### src/design/sacs_pkg.sv
// shared types and constants of the channel scan block
package sacs_pkg;

    // sizing defaults
    localparam int DEF_MAX_SENSORS = 8;
    localparam int DEF_READ_BITS   = 12;
    localparam int DEF_QUEUE_DEPTH = 4;

    // command framing: start, single-ended, 3-bit channel
    localparam int COMMAND_BITS   = 5;
    localparam int PH_CMD_START   = 3;
    localparam int PH_READ_START  = PH_CMD_START + 3 * COMMAND_BITS;
    localparam logic [1:0] CMD_PREFIX = 2'b11;

    // widest code the scaler takes (READ_BITS up to 16)
    localparam int CODE_MAX_W = 15;
    localparam int RAW_W      = 11;

    // rounding divide by full scale: ceil(2^42 / 1023) is exact for |num| < 2^31
    localparam int FULL_SCALE  = 1023;
    localparam int RECIP_SHIFT = 42;
    localparam logic [63:0] RECIP_WIDE =
        ((64'd1 << RECIP_SHIFT) + 64'(FULL_SCALE - 1)) / 64'(FULL_SCALE);
    localparam logic [32:0] RECIP      = RECIP_WIDE[32:0];
    localparam int MAG_W   = 31;
    localparam int QUO_W   = 22;
    localparam logic [32:0] ROUND_HALF = 33'(FULL_SCALE / 2);

    // configuration port
    localparam int ADDR_W = 4;
    localparam int DATA_W = 32;

    typedef enum logic [1:0] {
        REG_SENSOR_COUNT = 2'd0,
        REG_CHANNEL_MAP  = 2'd1,
        REG_MIN_EXT      = 2'd2,
        REG_MAX_EXT      = 2'd3
    } sacs_reg_t;

    localparam logic [3:0]  RST_SENSOR_COUNT = 4'd8;
    localparam logic [23:0] RST_CHANNEL_MAP  = 24'd16434824;
    localparam logic [15:0] RST_MIN_EXT      = 16'd0;
    localparam logic [15:0] RST_MAX_EXT      = 16'd256;

    // command bit sub-steps
    typedef enum logic [2:0] {
        STEP_DRIVE = 3'b001,
        STEP_RISE  = 3'b010,
        STEP_FALL  = 3'b100
    } sacs_step_t;

    typedef struct packed {
        logic [3:0]  sensor_count;
        logic [23:0] channel_map;
        logic [15:0] min_ext;
        logic [15:0] max_ext;
    } sacs_cfg_t;

    // one classified tick between front and back
    typedef struct packed {
        logic                  cs;
        logic                  sclk;
        logic                  mosi;
        logic                  valid;
        logic [2:0]            idx;
        logic [CODE_MAX_W-1:0] code;
        logic [RAW_W-1:0]      raw;
        logic                  last;
        logic                  busy;
        logic [15:0]           lo;
        logic [15:0]           hi;
    } sacs_item_t;

    // one finished request on the result side
    typedef struct packed {
        logic             cs;
        logic             sclk;
        logic             mosi;
        logic             valid;
        logic [2:0]       idx;
        logic [RAW_W-1:0] raw;
        logic [15:0]      ext;
        logic             last;
        logic             busy;
    } sacs_result_t;

endpackage

### src/design/sacs_queue.sv
// short queue of classified ticks between sequencer and scaler
module sacs_queue
    import sacs_pkg::*;
#(
    parameter int DEPTH = DEF_QUEUE_DEPTH
)
(
    input  logic       clk,
    input  logic       rst_n,
    input  logic       wr_en,
    input  sacs_item_t wr_item,
    output logic       full,
    input  logic       rd_en,
    output logic       rd_valid,
    output sacs_item_t rd_item
);

    localparam int PTR_W = (DEPTH > 1) ? $clog2(DEPTH) : 1;
    localparam int CNT_W = $clog2(DEPTH + 1);
    localparam logic [PTR_W-1:0] LAST_PTR = PTR_W'(DEPTH - 1);

    sacs_item_t       mem_reg [DEPTH];
    logic [PTR_W-1:0] wr_ptr_reg, wr_ptr_next;
    logic [PTR_W-1:0] rd_ptr_reg, rd_ptr_next;
    logic [CNT_W-1:0] count_reg, count_next;
    logic             do_wr, do_rd;

    assign full     = (count_reg == CNT_W'(DEPTH));
    assign rd_valid = (count_reg != '0);
    assign do_wr    = wr_en && !full;
    assign do_rd    = rd_en && rd_valid;
    assign rd_item  = mem_reg[rd_ptr_reg];

    // pointer and fill count update
    always_comb
    begin
        wr_ptr_next = wr_ptr_reg;
        rd_ptr_next = rd_ptr_reg;
        count_next  = count_reg;
        if (do_wr)
        begin
            wr_ptr_next = (wr_ptr_reg == LAST_PTR) ? '0 : wr_ptr_reg + 1'b1;
        end
        if (do_rd)
        begin
            rd_ptr_next = (rd_ptr_reg == LAST_PTR) ? '0 : rd_ptr_reg + 1'b1;
        end
        if (do_wr && !do_rd)
        begin
            count_next = count_reg + 1'b1;
        end
        else if (do_rd && !do_wr)
        begin
            count_next = count_reg - 1'b1;
        end
    end

    always_ff @(posedge clk or negedge rst_n)
    begin
        if (!rst_n)
        begin
            wr_ptr_reg <= '0;
            rd_ptr_reg <= '0;
            count_reg  <= '0;
        end
        else
        begin
            wr_ptr_reg <= wr_ptr_next;
            rd_ptr_reg <= rd_ptr_next;
            count_reg  <= count_next;
        end
    end

    // storage
    always_ff @(posedge clk)
    begin
        if (do_wr)
        begin
            mem_reg[wr_ptr_reg] <= wr_item;
        end
    end

endmodule

### src/design/sacs_front.sv
// pin sequencer: one pin action per accepted tick
module sacs_front
    import sacs_pkg::*;
#(
    parameter int MAX_SENSORS = DEF_MAX_SENSORS,
    parameter int READ_BITS   = DEF_READ_BITS
)
(
    input  logic       clk,
    input  logic       rst_n,
    input  sacs_cfg_t  cfg,
    input  logic       accept,
    input  logic       start_req,
    input  logic       miso,
    output sacs_item_t item
);

    localparam int PH_END = PH_READ_START + 2 * READ_BITS;
    localparam int PH_W   = $clog2(PH_END + 1);
    localparam logic [3:0] MAX_CNT = 4'(MAX_SENSORS);

    logic [PH_W-1:0]      phase_reg, phase_next;
    logic [2:0]           sensor_reg, sensor_next;
    logic [7:0]           cmd_reg, cmd_next;
    logic [READ_BITS-1:0] recv_reg, recv_next;
    sacs_step_t           step_reg, step_next;
    logic                 active_reg, active_next;
    logic                 cs_reg, cs_next;
    logic                 sclk_reg, sclk_next;
    logic                 mosi_reg, mosi_next;

    logic                  start_now;
    logic                  run;
    logic [PH_W-1:0]       phase_cur;
    logic [PH_W-1:0]       ph_rel;
    logic [2:0]            sensor_cur;
    logic [3:0]            sensor_inc;
    logic [3:0]            eff_count;
    logic [7:0][2:0]       chan_arr;
    logic [2:0]            channel;
    logic [CODE_MAX_W-1:0] code_wide;

    // clamp the sensor count to 1..MAX_SENSORS
    always_comb
    begin
        if (cfg.sensor_count == 4'd0)
        begin
            eff_count = 4'd1;
        end
        else if (cfg.sensor_count > MAX_CNT)
        begin
            eff_count = MAX_CNT;
        end
        else
        begin
            eff_count = cfg.sensor_count;
        end
    end

    assign start_now  = !active_reg && start_req;
    assign run        = active_reg || start_req;
    assign phase_cur  = start_now ? '0 : phase_reg;
    assign sensor_cur = start_now ? '0 : sensor_reg;
    assign ph_rel     = phase_cur - PH_W'(PH_READ_START);
    assign sensor_inc = {1'b0, sensor_cur} + 4'd1;
    assign chan_arr   = cfg.channel_map;
    assign channel    = chan_arr[sensor_cur];
    assign code_wide  = CODE_MAX_W'(recv_reg[READ_BITS-1:1]);

    // pin action for the current phase
    always_comb
    begin
        phase_next  = phase_reg;
        sensor_next = sensor_reg;
        cmd_next    = cmd_reg;
        recv_next   = recv_reg;
        step_next   = step_reg;
        active_next = active_reg;
        cs_next     = cs_reg;
        sclk_next   = sclk_reg;
        mosi_next   = mosi_reg;
        item        = '0;
        if (run)
        begin
            active_next = 1'b1;
            sensor_next = sensor_cur;
            phase_next  = phase_cur + 1'b1;
            priority if (phase_cur == PH_W'(0))
            begin
                cs_next = 1'b1;
            end
            else if (phase_cur == PH_W'(1))
            begin
                sclk_next = 1'b0;
            end
            else if (phase_cur == PH_W'(2))
            begin
                cs_next   = 1'b0;
                cmd_next  = {CMD_PREFIX, channel, 3'b000};
                recv_next = '0;
                step_next = STEP_DRIVE;
            end
            else if (phase_cur < PH_W'(PH_READ_START))
            begin
                // command bit: drive, rise, fall
                unique case (step_reg)
                    STEP_DRIVE:
                    begin
                        mosi_next = cmd_reg[7];
                        cmd_next  = {cmd_reg[6:0], 1'b0};
                        step_next = STEP_RISE;
                    end
                    STEP_RISE:
                    begin
                        sclk_next = 1'b1;
                        step_next = STEP_FALL;
                    end
                    STEP_FALL:
                    begin
                        sclk_next = 1'b0;
                        step_next = STEP_DRIVE;
                    end
                    default:
                    begin
                        step_next = STEP_DRIVE;
                    end
                endcase
            end
            else if (phase_cur < PH_W'(PH_END))
            begin
                // read bit: rise, then fall and sample
                if (!ph_rel[0])
                begin
                    sclk_next = 1'b1;
                end
                else
                begin
                    sclk_next = 1'b0;
                    recv_next = {recv_reg[READ_BITS-2:0], miso};
                end
            end
            else
            begin
                // end of conversion: release chip select, hand off the code
                cs_next    = 1'b1;
                phase_next = '0;
                item.valid = 1'b1;
                item.idx   = sensor_cur;
                item.code  = code_wide;
                item.raw   = code_wide[RAW_W-1:0];
                if (sensor_inc >= eff_count)
                begin
                    item.last   = 1'b1;
                    active_next = 1'b0;
                    sensor_next = '0;
                end
                else
                begin
                    sensor_next = sensor_inc[2:0];
                end
            end
        end
        item.cs   = cs_next;
        item.sclk = sclk_next;
        item.mosi = mosi_next;
        item.busy = active_next;
        item.lo   = cfg.min_ext;
        item.hi   = cfg.max_ext;
    end

    always_ff @(posedge clk or negedge rst_n)
    begin
        if (!rst_n)
        begin
            phase_reg  <= '0;
            sensor_reg <= '0;
            cmd_reg    <= '0;
            recv_reg   <= '0;
            step_reg   <= STEP_DRIVE;
            active_reg <= 1'b0;
            cs_reg     <= 1'b1;
            sclk_reg   <= 1'b0;
            mosi_reg   <= 1'b0;
        end
        else if (accept)
        begin
            phase_reg  <= phase_next;
            sensor_reg <= sensor_next;
            cmd_reg    <= cmd_next;
            recv_reg   <= recv_next;
            step_reg   <= step_next;
            active_reg <= active_next;
            cs_reg     <= cs_next;
            sclk_reg   <= sclk_next;
            mosi_reg   <= mosi_next;
        end
    end

endmodule

### src/design/sacs_back.sv
// scaling pipeline: min + round(code*(max-min)/1023), saturated
module sacs_back
    import sacs_pkg::*;
(
    input  logic         clk,
    input  logic         rst_n,
    input  logic         q_valid,
    input  sacs_item_t   q_item,
    output logic         q_pop,
    input  logic         res_pop,
    output logic         res_empty,
    output sacs_result_t res
);

    logic         s1_valid_reg, s2_valid_reg, s3_valid_reg, s4_valid_reg;
    sacs_item_t   s1_item_reg, s2_item_reg, s3_item_reg;
    logic signed [32:0] s1_prod_reg;
    logic [MAG_W-1:0]   s2_mag_reg;
    logic               s2_neg_reg, s3_neg_reg;
    logic [QUO_W-1:0]   s3_quo_reg;
    sacs_result_t       s4_res_reg, s4_res_next;

    logic               en;
    logic signed [16:0] diff;
    logic signed [32:0] prod;
    logic [32:0]        abs_val;
    logic [32:0]        mag_sum;
    logic [63:0]        scaled_full;
    logic signed [23:0] lo_wide;
    logic signed [23:0] quo_wide;
    logic signed [23:0] sum;
    logic [15:0]        sat;

    assign en        = !s4_valid_reg || res_pop;
    assign q_pop     = en && q_valid;
    assign res_empty = !s4_valid_reg;
    assign res       = s4_res_reg;

    // stage 1: product of code and span
    assign diff = $signed({q_item.hi[15], q_item.hi}) - $signed({q_item.lo[15], q_item.lo});
    assign prod = 33'($signed({2'b00, q_item.code})) * 33'(diff);

    // stage 2: magnitude plus half for round to nearest
    assign abs_val = s1_prod_reg[32] ? 33'(-s1_prod_reg) : 33'(s1_prod_reg);
    assign mag_sum = abs_val + ROUND_HALF;

    // stage 3: divide by full scale through the reciprocal
    assign scaled_full = 64'(s2_mag_reg) * 64'(RECIP);

    // stage 4: offset, sign and saturate
    assign lo_wide  = 24'($signed(s3_item_reg.lo));
    assign quo_wide = $signed({2'b00, s3_quo_reg});
    assign sum      = s3_neg_reg ? (lo_wide - quo_wide) : (lo_wide + quo_wide);

    always_comb
    begin
        if (sum > 24'sd32767)
        begin
            sat = 16'h7FFF;
        end
        else if (sum < -24'sd32768)
        begin
            sat = 16'h8000;
        end
        else
        begin
            sat = sum[15:0];
        end
        s4_res_next.cs    = s3_item_reg.cs;
        s4_res_next.sclk  = s3_item_reg.sclk;
        s4_res_next.mosi  = s3_item_reg.mosi;
        s4_res_next.valid = s3_item_reg.valid;
        s4_res_next.idx   = s3_item_reg.idx;
        s4_res_next.raw   = s3_item_reg.raw;
        s4_res_next.ext   = s3_item_reg.valid ? sat : 16'd0;
        s4_res_next.last  = s3_item_reg.last;
        s4_res_next.busy  = s3_item_reg.busy;
    end

    // stage occupancy
    always_ff @(posedge clk or negedge rst_n)
    begin
        if (!rst_n)
        begin
            s1_valid_reg <= 1'b0;
            s2_valid_reg <= 1'b0;
            s3_valid_reg <= 1'b0;
            s4_valid_reg <= 1'b0;
        end
        else if (en)
        begin
            s1_valid_reg <= q_valid;
            s2_valid_reg <= s1_valid_reg;
            s3_valid_reg <= s2_valid_reg;
            s4_valid_reg <= s3_valid_reg;
        end
    end

    // stage payload
    always_ff @(posedge clk)
    begin
        if (en)
        begin
            s1_item_reg <= q_item;
            s1_prod_reg <= prod;
            s2_item_reg <= s1_item_reg;
            s2_neg_reg  <= s1_prod_reg[32];
            s2_mag_reg  <= mag_sum[MAG_W-1:0];
            s3_item_reg <= s2_item_reg;
            s3_neg_reg  <= s2_neg_reg;
            s3_quo_reg  <= scaled_full[RECIP_SHIFT +: QUO_W];
            s4_res_reg  <= s4_res_next;
        end
    end

endmodule

### src/design/spi_adc_channel_scan.sv
// top level of the bit-banged SPI channel scanner
//
// Each request on the input queue port (push/full) is one tick: start_req
// and the sampled miso level. Every tick gives exactly one request on the
// result queue port (empty/pop) with the pin levels after that tick and,
// on the tick that ends a conversion, the sensor index, the raw code and
// the scaled Q8.8 value. One sensor takes 43 ticks at READ_BITS = 12.
// Throughput is one tick per cycle while pop keeps up: the sequencer
// finishes a tick in the cycle it is accepted, and the scaler is a
// four-stage pipeline. An accepted tick is written to the tick queue,
// then passes the four scaler stages (multiply, magnitude, reciprocal
// multiply, offset and saturate) before its result shows on the port.
// When pop stays low the scaler holds, the tick queue fills, and full
// rises; the sequencer state moves only on accepted ticks, so no pin
// action is lost. Reset puts the pins at chip select high, clock and data
// low, idle, with empty high; the APB registers take their default values
// and are meant to be written while no sweep is in progress.
module spi_adc_channel_scan
    import sacs_pkg::*;
#(
    parameter int MAX_SENSORS = DEF_MAX_SENSORS,
    parameter int READ_BITS   = DEF_READ_BITS,
    parameter int QUEUE_DEPTH = DEF_QUEUE_DEPTH
)
(
    input  logic               clk,
    input  logic               rst_n,
    // configuration
    input  logic               psel,
    input  logic               penable,
    input  logic               pwrite,
    input  logic [ADDR_W-1:0]  paddr,
    input  logic [DATA_W-1:0]  pwdata,
    output logic [DATA_W-1:0]  prdata,
    output logic               pready,
    // ticks
    input  logic               push,
    output logic               full,
    input  logic               start_req,
    input  logic               miso,
    // results
    output logic               empty,
    input  logic               pop,
    output logic               chip_select,
    output logic               spi_clock,
    output logic               mosi,
    output logic               result_valid,
    output logic [2:0]         sensor_index,
    output logic [RAW_W-1:0]   raw_code,
    output logic signed [15:0] extension,
    output logic               last_sensor,
    output logic               busy_res
);

    sacs_cfg_t    cfg_reg;
    sacs_item_t   front_item;
    sacs_item_t   q_item;
    sacs_result_t res;
    logic         accept;
    logic         q_valid;
    logic         q_pop;
    logic         cfg_wr;
    sacs_reg_t    reg_sel;

    // register file
    assign pready  = 1'b1;
    assign cfg_wr  = psel && penable && pwrite;
    assign reg_sel = sacs_reg_t'(paddr[3:2]);

    always_ff @(posedge clk or negedge rst_n)
    begin
        if (!rst_n)
        begin
            cfg_reg.sensor_count <= RST_SENSOR_COUNT;
            cfg_reg.channel_map  <= RST_CHANNEL_MAP;
            cfg_reg.min_ext      <= RST_MIN_EXT;
            cfg_reg.max_ext      <= RST_MAX_EXT;
        end
        else if (cfg_wr)
        begin
            unique case (reg_sel)
                REG_SENSOR_COUNT: cfg_reg.sensor_count <= pwdata[3:0];
                REG_CHANNEL_MAP:  cfg_reg.channel_map  <= pwdata[23:0];
                REG_MIN_EXT:      cfg_reg.min_ext      <= pwdata[15:0];
                REG_MAX_EXT:      cfg_reg.max_ext      <= pwdata[15:0];
            endcase
        end
    end

    // register readback
    always_comb
    begin
        prdata = '0;
        unique case (reg_sel)
            REG_SENSOR_COUNT: prdata = DATA_W'(cfg_reg.sensor_count);
            REG_CHANNEL_MAP:  prdata = DATA_W'(cfg_reg.channel_map);
            REG_MIN_EXT:      prdata = DATA_W'(cfg_reg.min_ext);
            REG_MAX_EXT:      prdata = DATA_W'(cfg_reg.max_ext);
        endcase
    end

    assign accept = push && !full;

    sacs_front #(
        .MAX_SENSORS (MAX_SENSORS),
        .READ_BITS   (READ_BITS)
    ) u_front (
        .clk       (clk),
        .rst_n     (rst_n),
        .cfg       (cfg_reg),
        .accept    (accept),
        .start_req (start_req),
        .miso      (miso),
        .item      (front_item)
    );

    sacs_queue #(
        .DEPTH (QUEUE_DEPTH)
    ) u_queue (
        .clk      (clk),
        .rst_n    (rst_n),
        .wr_en    (push),
        .wr_item  (front_item),
        .full     (full),
        .rd_en    (q_pop),
        .rd_valid (q_valid),
        .rd_item  (q_item)
    );

    sacs_back u_back (
        .clk       (clk),
        .rst_n     (rst_n),
        .q_valid   (q_valid),
        .q_item    (q_item),
        .q_pop     (q_pop),
        .res_pop   (pop),
        .res_empty (empty),
        .res       (res)
    );

    // result fields
    assign chip_select  = res.cs;
    assign spi_clock    = res.sclk;
    assign mosi         = res.mosi;
    assign result_valid = res.valid;
    assign sensor_index = res.idx;
    assign raw_code     = res.raw;
    assign extension    = $signed(res.ext);
    assign last_sensor  = res.last;
    assign busy_res     = res.busy;

endmodule

### config.mk
export PLATFORM = sky130hd
export DESIGN_NAME = spi_adc_channel_scan
export DESIGN_NICKNAME = d
export VERILOG_FILES = /design/src/design/sacs_pkg.sv /design/src/design/sacs_queue.sv /design/src/design/sacs_front.sv /design/src/design/sacs_back.sv /design/src/design/spi_adc_channel_scan.sv
export SDC_FILE = /design/constraint.sdc
export NUM_CORES = 2
export LEC_CHECK = 0
export ABC_AREA = 0
export ABC_CLOCK_PERIOD_IN_PS = 13500
export BUFFER_PORTS_ARGS = -buffer_cell sky130_fd_sc_hd__buf_4
export CAP_MARGIN = 20
export CORE_UTILIZATION = 55
export DETAILED_ROUTE_END_ITERATION = 6
export PLACE_DENSITY = 0.75
export RECOVER_POWER = 100
export SYNTH_ARGS = -nofsm -noshare
export SYNTH_HDL_FRONTEND = slang
export SYNTH_HIERARCHICAL = 1
export SYNTH_SLANG_ARGS = --single-unit
### constraint.sdc
create_clock -name clk -period 13.5 [get_ports clk]
set_input_delay 0.675 -clock clk [delete_from_list [all_inputs] [get_ports clk]]
set_output_delay 0.675 -clock clk [all_outputs]
set_load 0.005 [all_outputs]
==> flow_results.xml <==
<?xml version="1.0" encoding="UTF-8"?>
<metrics>
  <group name="outcome">
    <metric name="status" unit="">finished, violations left</metric>
    <metric name="violations" unit="">capacitance limit, slew limit</metric>
  </group>
  <group name="die">
    <metric name="num_rows" unit="">101</metric>
    <metric name="floorplan.die.height" unit="um">279</metric>
    <metric name="io_pins" unit="">116</metric>
    <metric name="design.die.area" unit="mm^2">0.0779</metric>
    <metric name="core-area" unit="mm^2">0.0759</metric>
    <metric name="initial_utilization" unit="">0.556</metric>
    <metric name="dieWidth" unit="um">279</metric>
  </group>
  <group name="sta">
    <metric name="setup_viol_count_final" unit="">0</metric>
    <metric name="timing.max_slew.rel_slack" unit="">-5.20</metric>
    <metric name="timing.final.crit_period" unit="ns">11.62</metric>
    <metric name="clock_skew" unit="ns">0.0766</metric>
    <metric name="fin_setup_tns" unit="ns">0</metric>
    <metric name="final_hold_viol_count" unit="">0</metric>
    <metric name="slew_viol_final" unit="">706</metric>
    <metric name="unrepaired_setup_endpoints_after_global_routing" unit="">false</metric>
    <metric name="worst-slew-pin-transition" unit="ns">9.30</metric>
    <metric name="final_min_period_over_clock_period" unit="">0.861</metric>
    <metric name="max_freq" unit="MHz">86.0</metric>
  </group>
  <group name="synthesis">
    <metric name="synth-async-reset-ratio" unit="">0.172</metric>
    <metric name="synth.cells.most_frequent" unit="">499 x sky130_fd_sc_hd__edfxtp_1, 496 x sky130_fd_sc_hd__inv_1, 395 x sky130_fd_sc_hd__ha_1</metric>
    <metric name="synth_largest_type_area_fraction" unit="">0.355</metric>
    <metric name="yosysWarningCount" unit="">6</metric>
    <metric name="mappedNetlistArea" unit="mm^2">0.0422</metric>
    <metric name="synth_cells" unit="">3421</metric>
    <metric name="post_synth_num_cell_types" unit="">104</metric>
    <metric name="synth_sequential_area_ratio" unit="">0.417</metric>
    <metric name="ys.flop_type" unit="">sky130_fd_sc_hd__edfxtp_1</metric>
    <metric name="synthMostInstantiatedCell" unit="">sky130_fd_sc_hd__edfxtp_1</metric>
    <metric name="synth_top_area_cell" unit="">sky130_fd_sc_hd__edfxtp_1</metric>
    <metric name="synth_area_per_cell" unit="um^2">12.3</metric>
    <metric name="post_synth_main_area_contributors" unit="">sky130_fd_sc_hd__edfxtp_1 35%, sky130_fd_sc_hd__fa_1 14%, sky130_fd_sc_hd__ha_1 12%, sky130_fd_sc_hd__dfrtp_1 5.2%, sky130_fd_sc_hd__inv_1 4.4%</metric>
    <metric name="synth_enable_flop_cells" unit="">499</metric>
    <metric name="yosys_register_bits" unit="">603</metric>
  </group>
  <group name="critical_path">
    <metric name="cp.required" unit="ns">13.78</metric>
    <metric name="critical_path.slowest_cell" unit="">sky130_fd_sc_hd__xnor2_1</metric>
    <metric name="r2r_cells" unit="">36</metric>
    <metric name="worst_path_most_repeated_cell" unit="">sky130_fd_sc_hd__fa_1</metric>
    <metric name="crit-reg2reg-capture" unit="">u_back/s1_prod_reg[32]</metric>
    <metric name="critPathArrivalTime" unit="ns">11.90</metric>
    <metric name="critPathCaptureType" unit="">register</metric>
    <metric name="setup.worst_path.start_class" unit="">register</metric>
    <metric name="path_class" unit="">register to register</metric>
    <metric name="reg2reg_from" unit="">u_queue/rd_ptr_reg[0]</metric>
    <metric name="timing.critical_path.from" unit="">u_queue/rd_ptr_reg[0]</metric>
    <metric name="reg2reg_setup_slack" unit="ns">1.88</metric>
    <metric name="worstPathMaxFanout" unit="">44</metric>
    <metric name="critical-path-max-stage-delay" unit="ns">1.27</metric>
  </group>
  <group name="placed_design">
    <metric name="detailed_place_hpwl" unit="um">61700</metric>
    <metric name="placement.io_buffers" unit="">96</metric>
    <metric name="gp_congestion" unit="">0.881</metric>
  </group>
  <group name="clocking">
    <metric name="postCtsResizedCells" unit="">0</metric>
    <metric name="tritoncts" unit="">done</metric>
    <metric name="worst_skew_pair_later_pin_latency" unit="ns">0.64</metric>
    <metric name="max-clock-path-buffers" unit="">3</metric>
    <metric name="cts.hold.buffers_added" unit="">0</metric>
    <metric name="cts.repair_timing.setup_buffer_count" unit="">0</metric>
    <metric name="clk_pin_slew_worst_paths" unit="ns">0.06</metric>
    <metric name="h_tree_depth" unit="">2</metric>
    <metric name="clock_sink_count" unit="">603</metric>
    <metric name="clk_root_buffer_cell" unit="">sky130_fd_sc_hd__clkbuf_16</metric>
    <metric name="cts_buf_count" unit="">61</metric>
  </group>
  <group name="grt">
    <metric name="first_global_vias" unit="">25900</metric>
    <metric name="grt_start_max_net_pins" unit="">187</metric>
    <metric name="grt_util_overall" unit="">0.222</metric>
    <metric name="globalRoute.totalOverflow" unit="">0</metric>
    <metric name="grt_antenna_before_repair" unit="">2</metric>
    <metric name="global_route_wire_length_before_repair" unit="um">137000</metric>
  </group>
  <group name="detailed_routing">
    <metric name="ant_nets" unit="">0</metric>
    <metric name="drc_errors" unit="">0</metric>
    <metric name="dr_vias" unit="">25100</metric>
    <metric name="detail_route.iter0.violations" unit="">1663</metric>
    <metric name="post_drt_via_cell_ratio" unit="">5.54</metric>
    <metric name="wl_per_cell" unit="um">18.5</metric>
    <metric name="detail_route.first_pass.iterations" unit="">6</metric>
    <metric name="wirelength" unit="um">84200</metric>
  </group>
  <group name="finish">
    <metric name="largest_register_ffs" unit="">268</metric>
    <metric name="final_layout_size_suffix_gt1_frac" unit="">0.115</metric>
    <metric name="areaGrowthSynthToFinish" unit="%">7.58</metric>
    <metric name="nets" unit="">4196</metric>
  </group>
  <group name="min_path">
    <metric name="hold_path_sink" unit="">cfg_reg[50]</metric>
    <metric name="hold_path_startpoint" unit="">pwdata[18]</metric>
    <metric name="hold-path-cell-count" unit="">2</metric>
    <metric name="worstHoldPathType" unit="">input port to register</metric>
  </group>
  <group name="flow_run">
    <metric name="drv_cap" unit="">13</metric>
  </group>
</metrics>
through the flow:
step	area, um^2	utilization	hold slack, ns	worst slack [ns]	cells
3_5_place_dp	43500	0.573	0.405	2.21	4421
2_1_floorplan	42300	-	0.379	4.08	3431
3_3_place_gp	43500	0.573	0.400	2.54	4421
4_1_cts	45600	0.601	0.0887	2.11	4536
5_1_grt	45400	0.598	0.213	1.11	4541
6_report	45400	0.598	0.243	1.88	4541
critical path: cells and delay by family, from the launching register on:
kind	cells	cell delay [ns]
AOI/OAI and AO/OA	13	3.15
xor gates and xnor gates	1	1.27
muxes	1	0.63
buffers and inverters	5	0.25
and+or+nand+nor	7	0.89
DFF	1	1.03
adders and majority gates	9	4.02
cell type report:
class	count	area, um^2
Antenna cell	1	2.50
Clock buffer	74	1640
Clock inverter	41	477
Fill cell	5922	30500
Inverter	496	1860
Multi-Input combinational cell	2170	21700
Sequential cell	603	17600
Tap cell	1030	1290
Timing Repair Buffer	126	871
metal layers:
metal | vias to the layer above | routed length (um) | track usage | share of wire
li1 | 11800 | - | - | -
met1 | 12600 | 35900 | 0.287 | 0.43
met2 | 596 | 42000 | 0.388 | 0.50
met3 | 118 | 4140 | 0.0349 | 0.049
met4 | 0 | 2130 | 0.0616 | 0.025
met5 | - | 0 | 0 | 0
cell families (layout without fill, tap and decap cells):
kind of cell,Yosys count,count (layout),share of synthesized area
multiplexers,163,163,0.0634
other,3,14,0.000267
AND/OR/NAND/NOR,700,700,0.0870
XOR/XNOR,168,168,0.0349
AO/OA/AOI/OAI,431,431,0.0710
buffers and inverters,658,737,0.0676
flip-flops,603,603,0.417
adder cells (fa/ha/maj),695,695,0.259
cells in the final DEF, fill, tap and decap left out, types with 68 or more instances in the layout:
| master | n |
|---|---|
| sky130_fd_sc_hd__edfxtp_1 | 499 |
| sky130_fd_sc_hd__inv_1 | 496 |
| sky130_fd_sc_hd__ha_1 | 395 |
| sky130_fd_sc_hd__fa_1 | 298 |
| sky130_fd_sc_hd__nand2_1 | 208 |
| sky130_fd_sc_hd__nor2_1 | 116 |
| sky130_fd_sc_hd__xnor2_1 | 102 |
| sky130_fd_sc_hd__a21oi_1 | 100 |
| sky130_fd_sc_hd__and2_1 | 98 |
| sky130_fd_sc_hd__dfrtp_1 | 86 |
| sky130_fd_sc_hd__o21ai_0 | 78 |
| sky130_fd_sc_hd__mux4_2 | 70 |
| sky130_fd_sc_hd__mux2_2 | 68 |
worst max-delay path by stage:
stage / endpoint / cells past startpoint / slack [ns]
6_report: u_back/s1_prod_reg[32] / 36 / 1.88
5_1_grt: u_back/s1_prod_reg[32] / 34 / 1.11
4_1_cts: u_back/s1_prod_reg[32] / 34 / 2.11
3_5_place_dp: u_back/s1_prod_reg[32] / 34 / 2.21
3_3_place_gp: u_back/s1_prod_reg[32] / 34 / 2.54
2_1_floorplan: u_back/s1_prod_reg[32] / 38 / 4.08
Power is left out: the tool's default activity adds up to more than one toggle a clock period on the data nets, which glitch-free logic cannot reach.
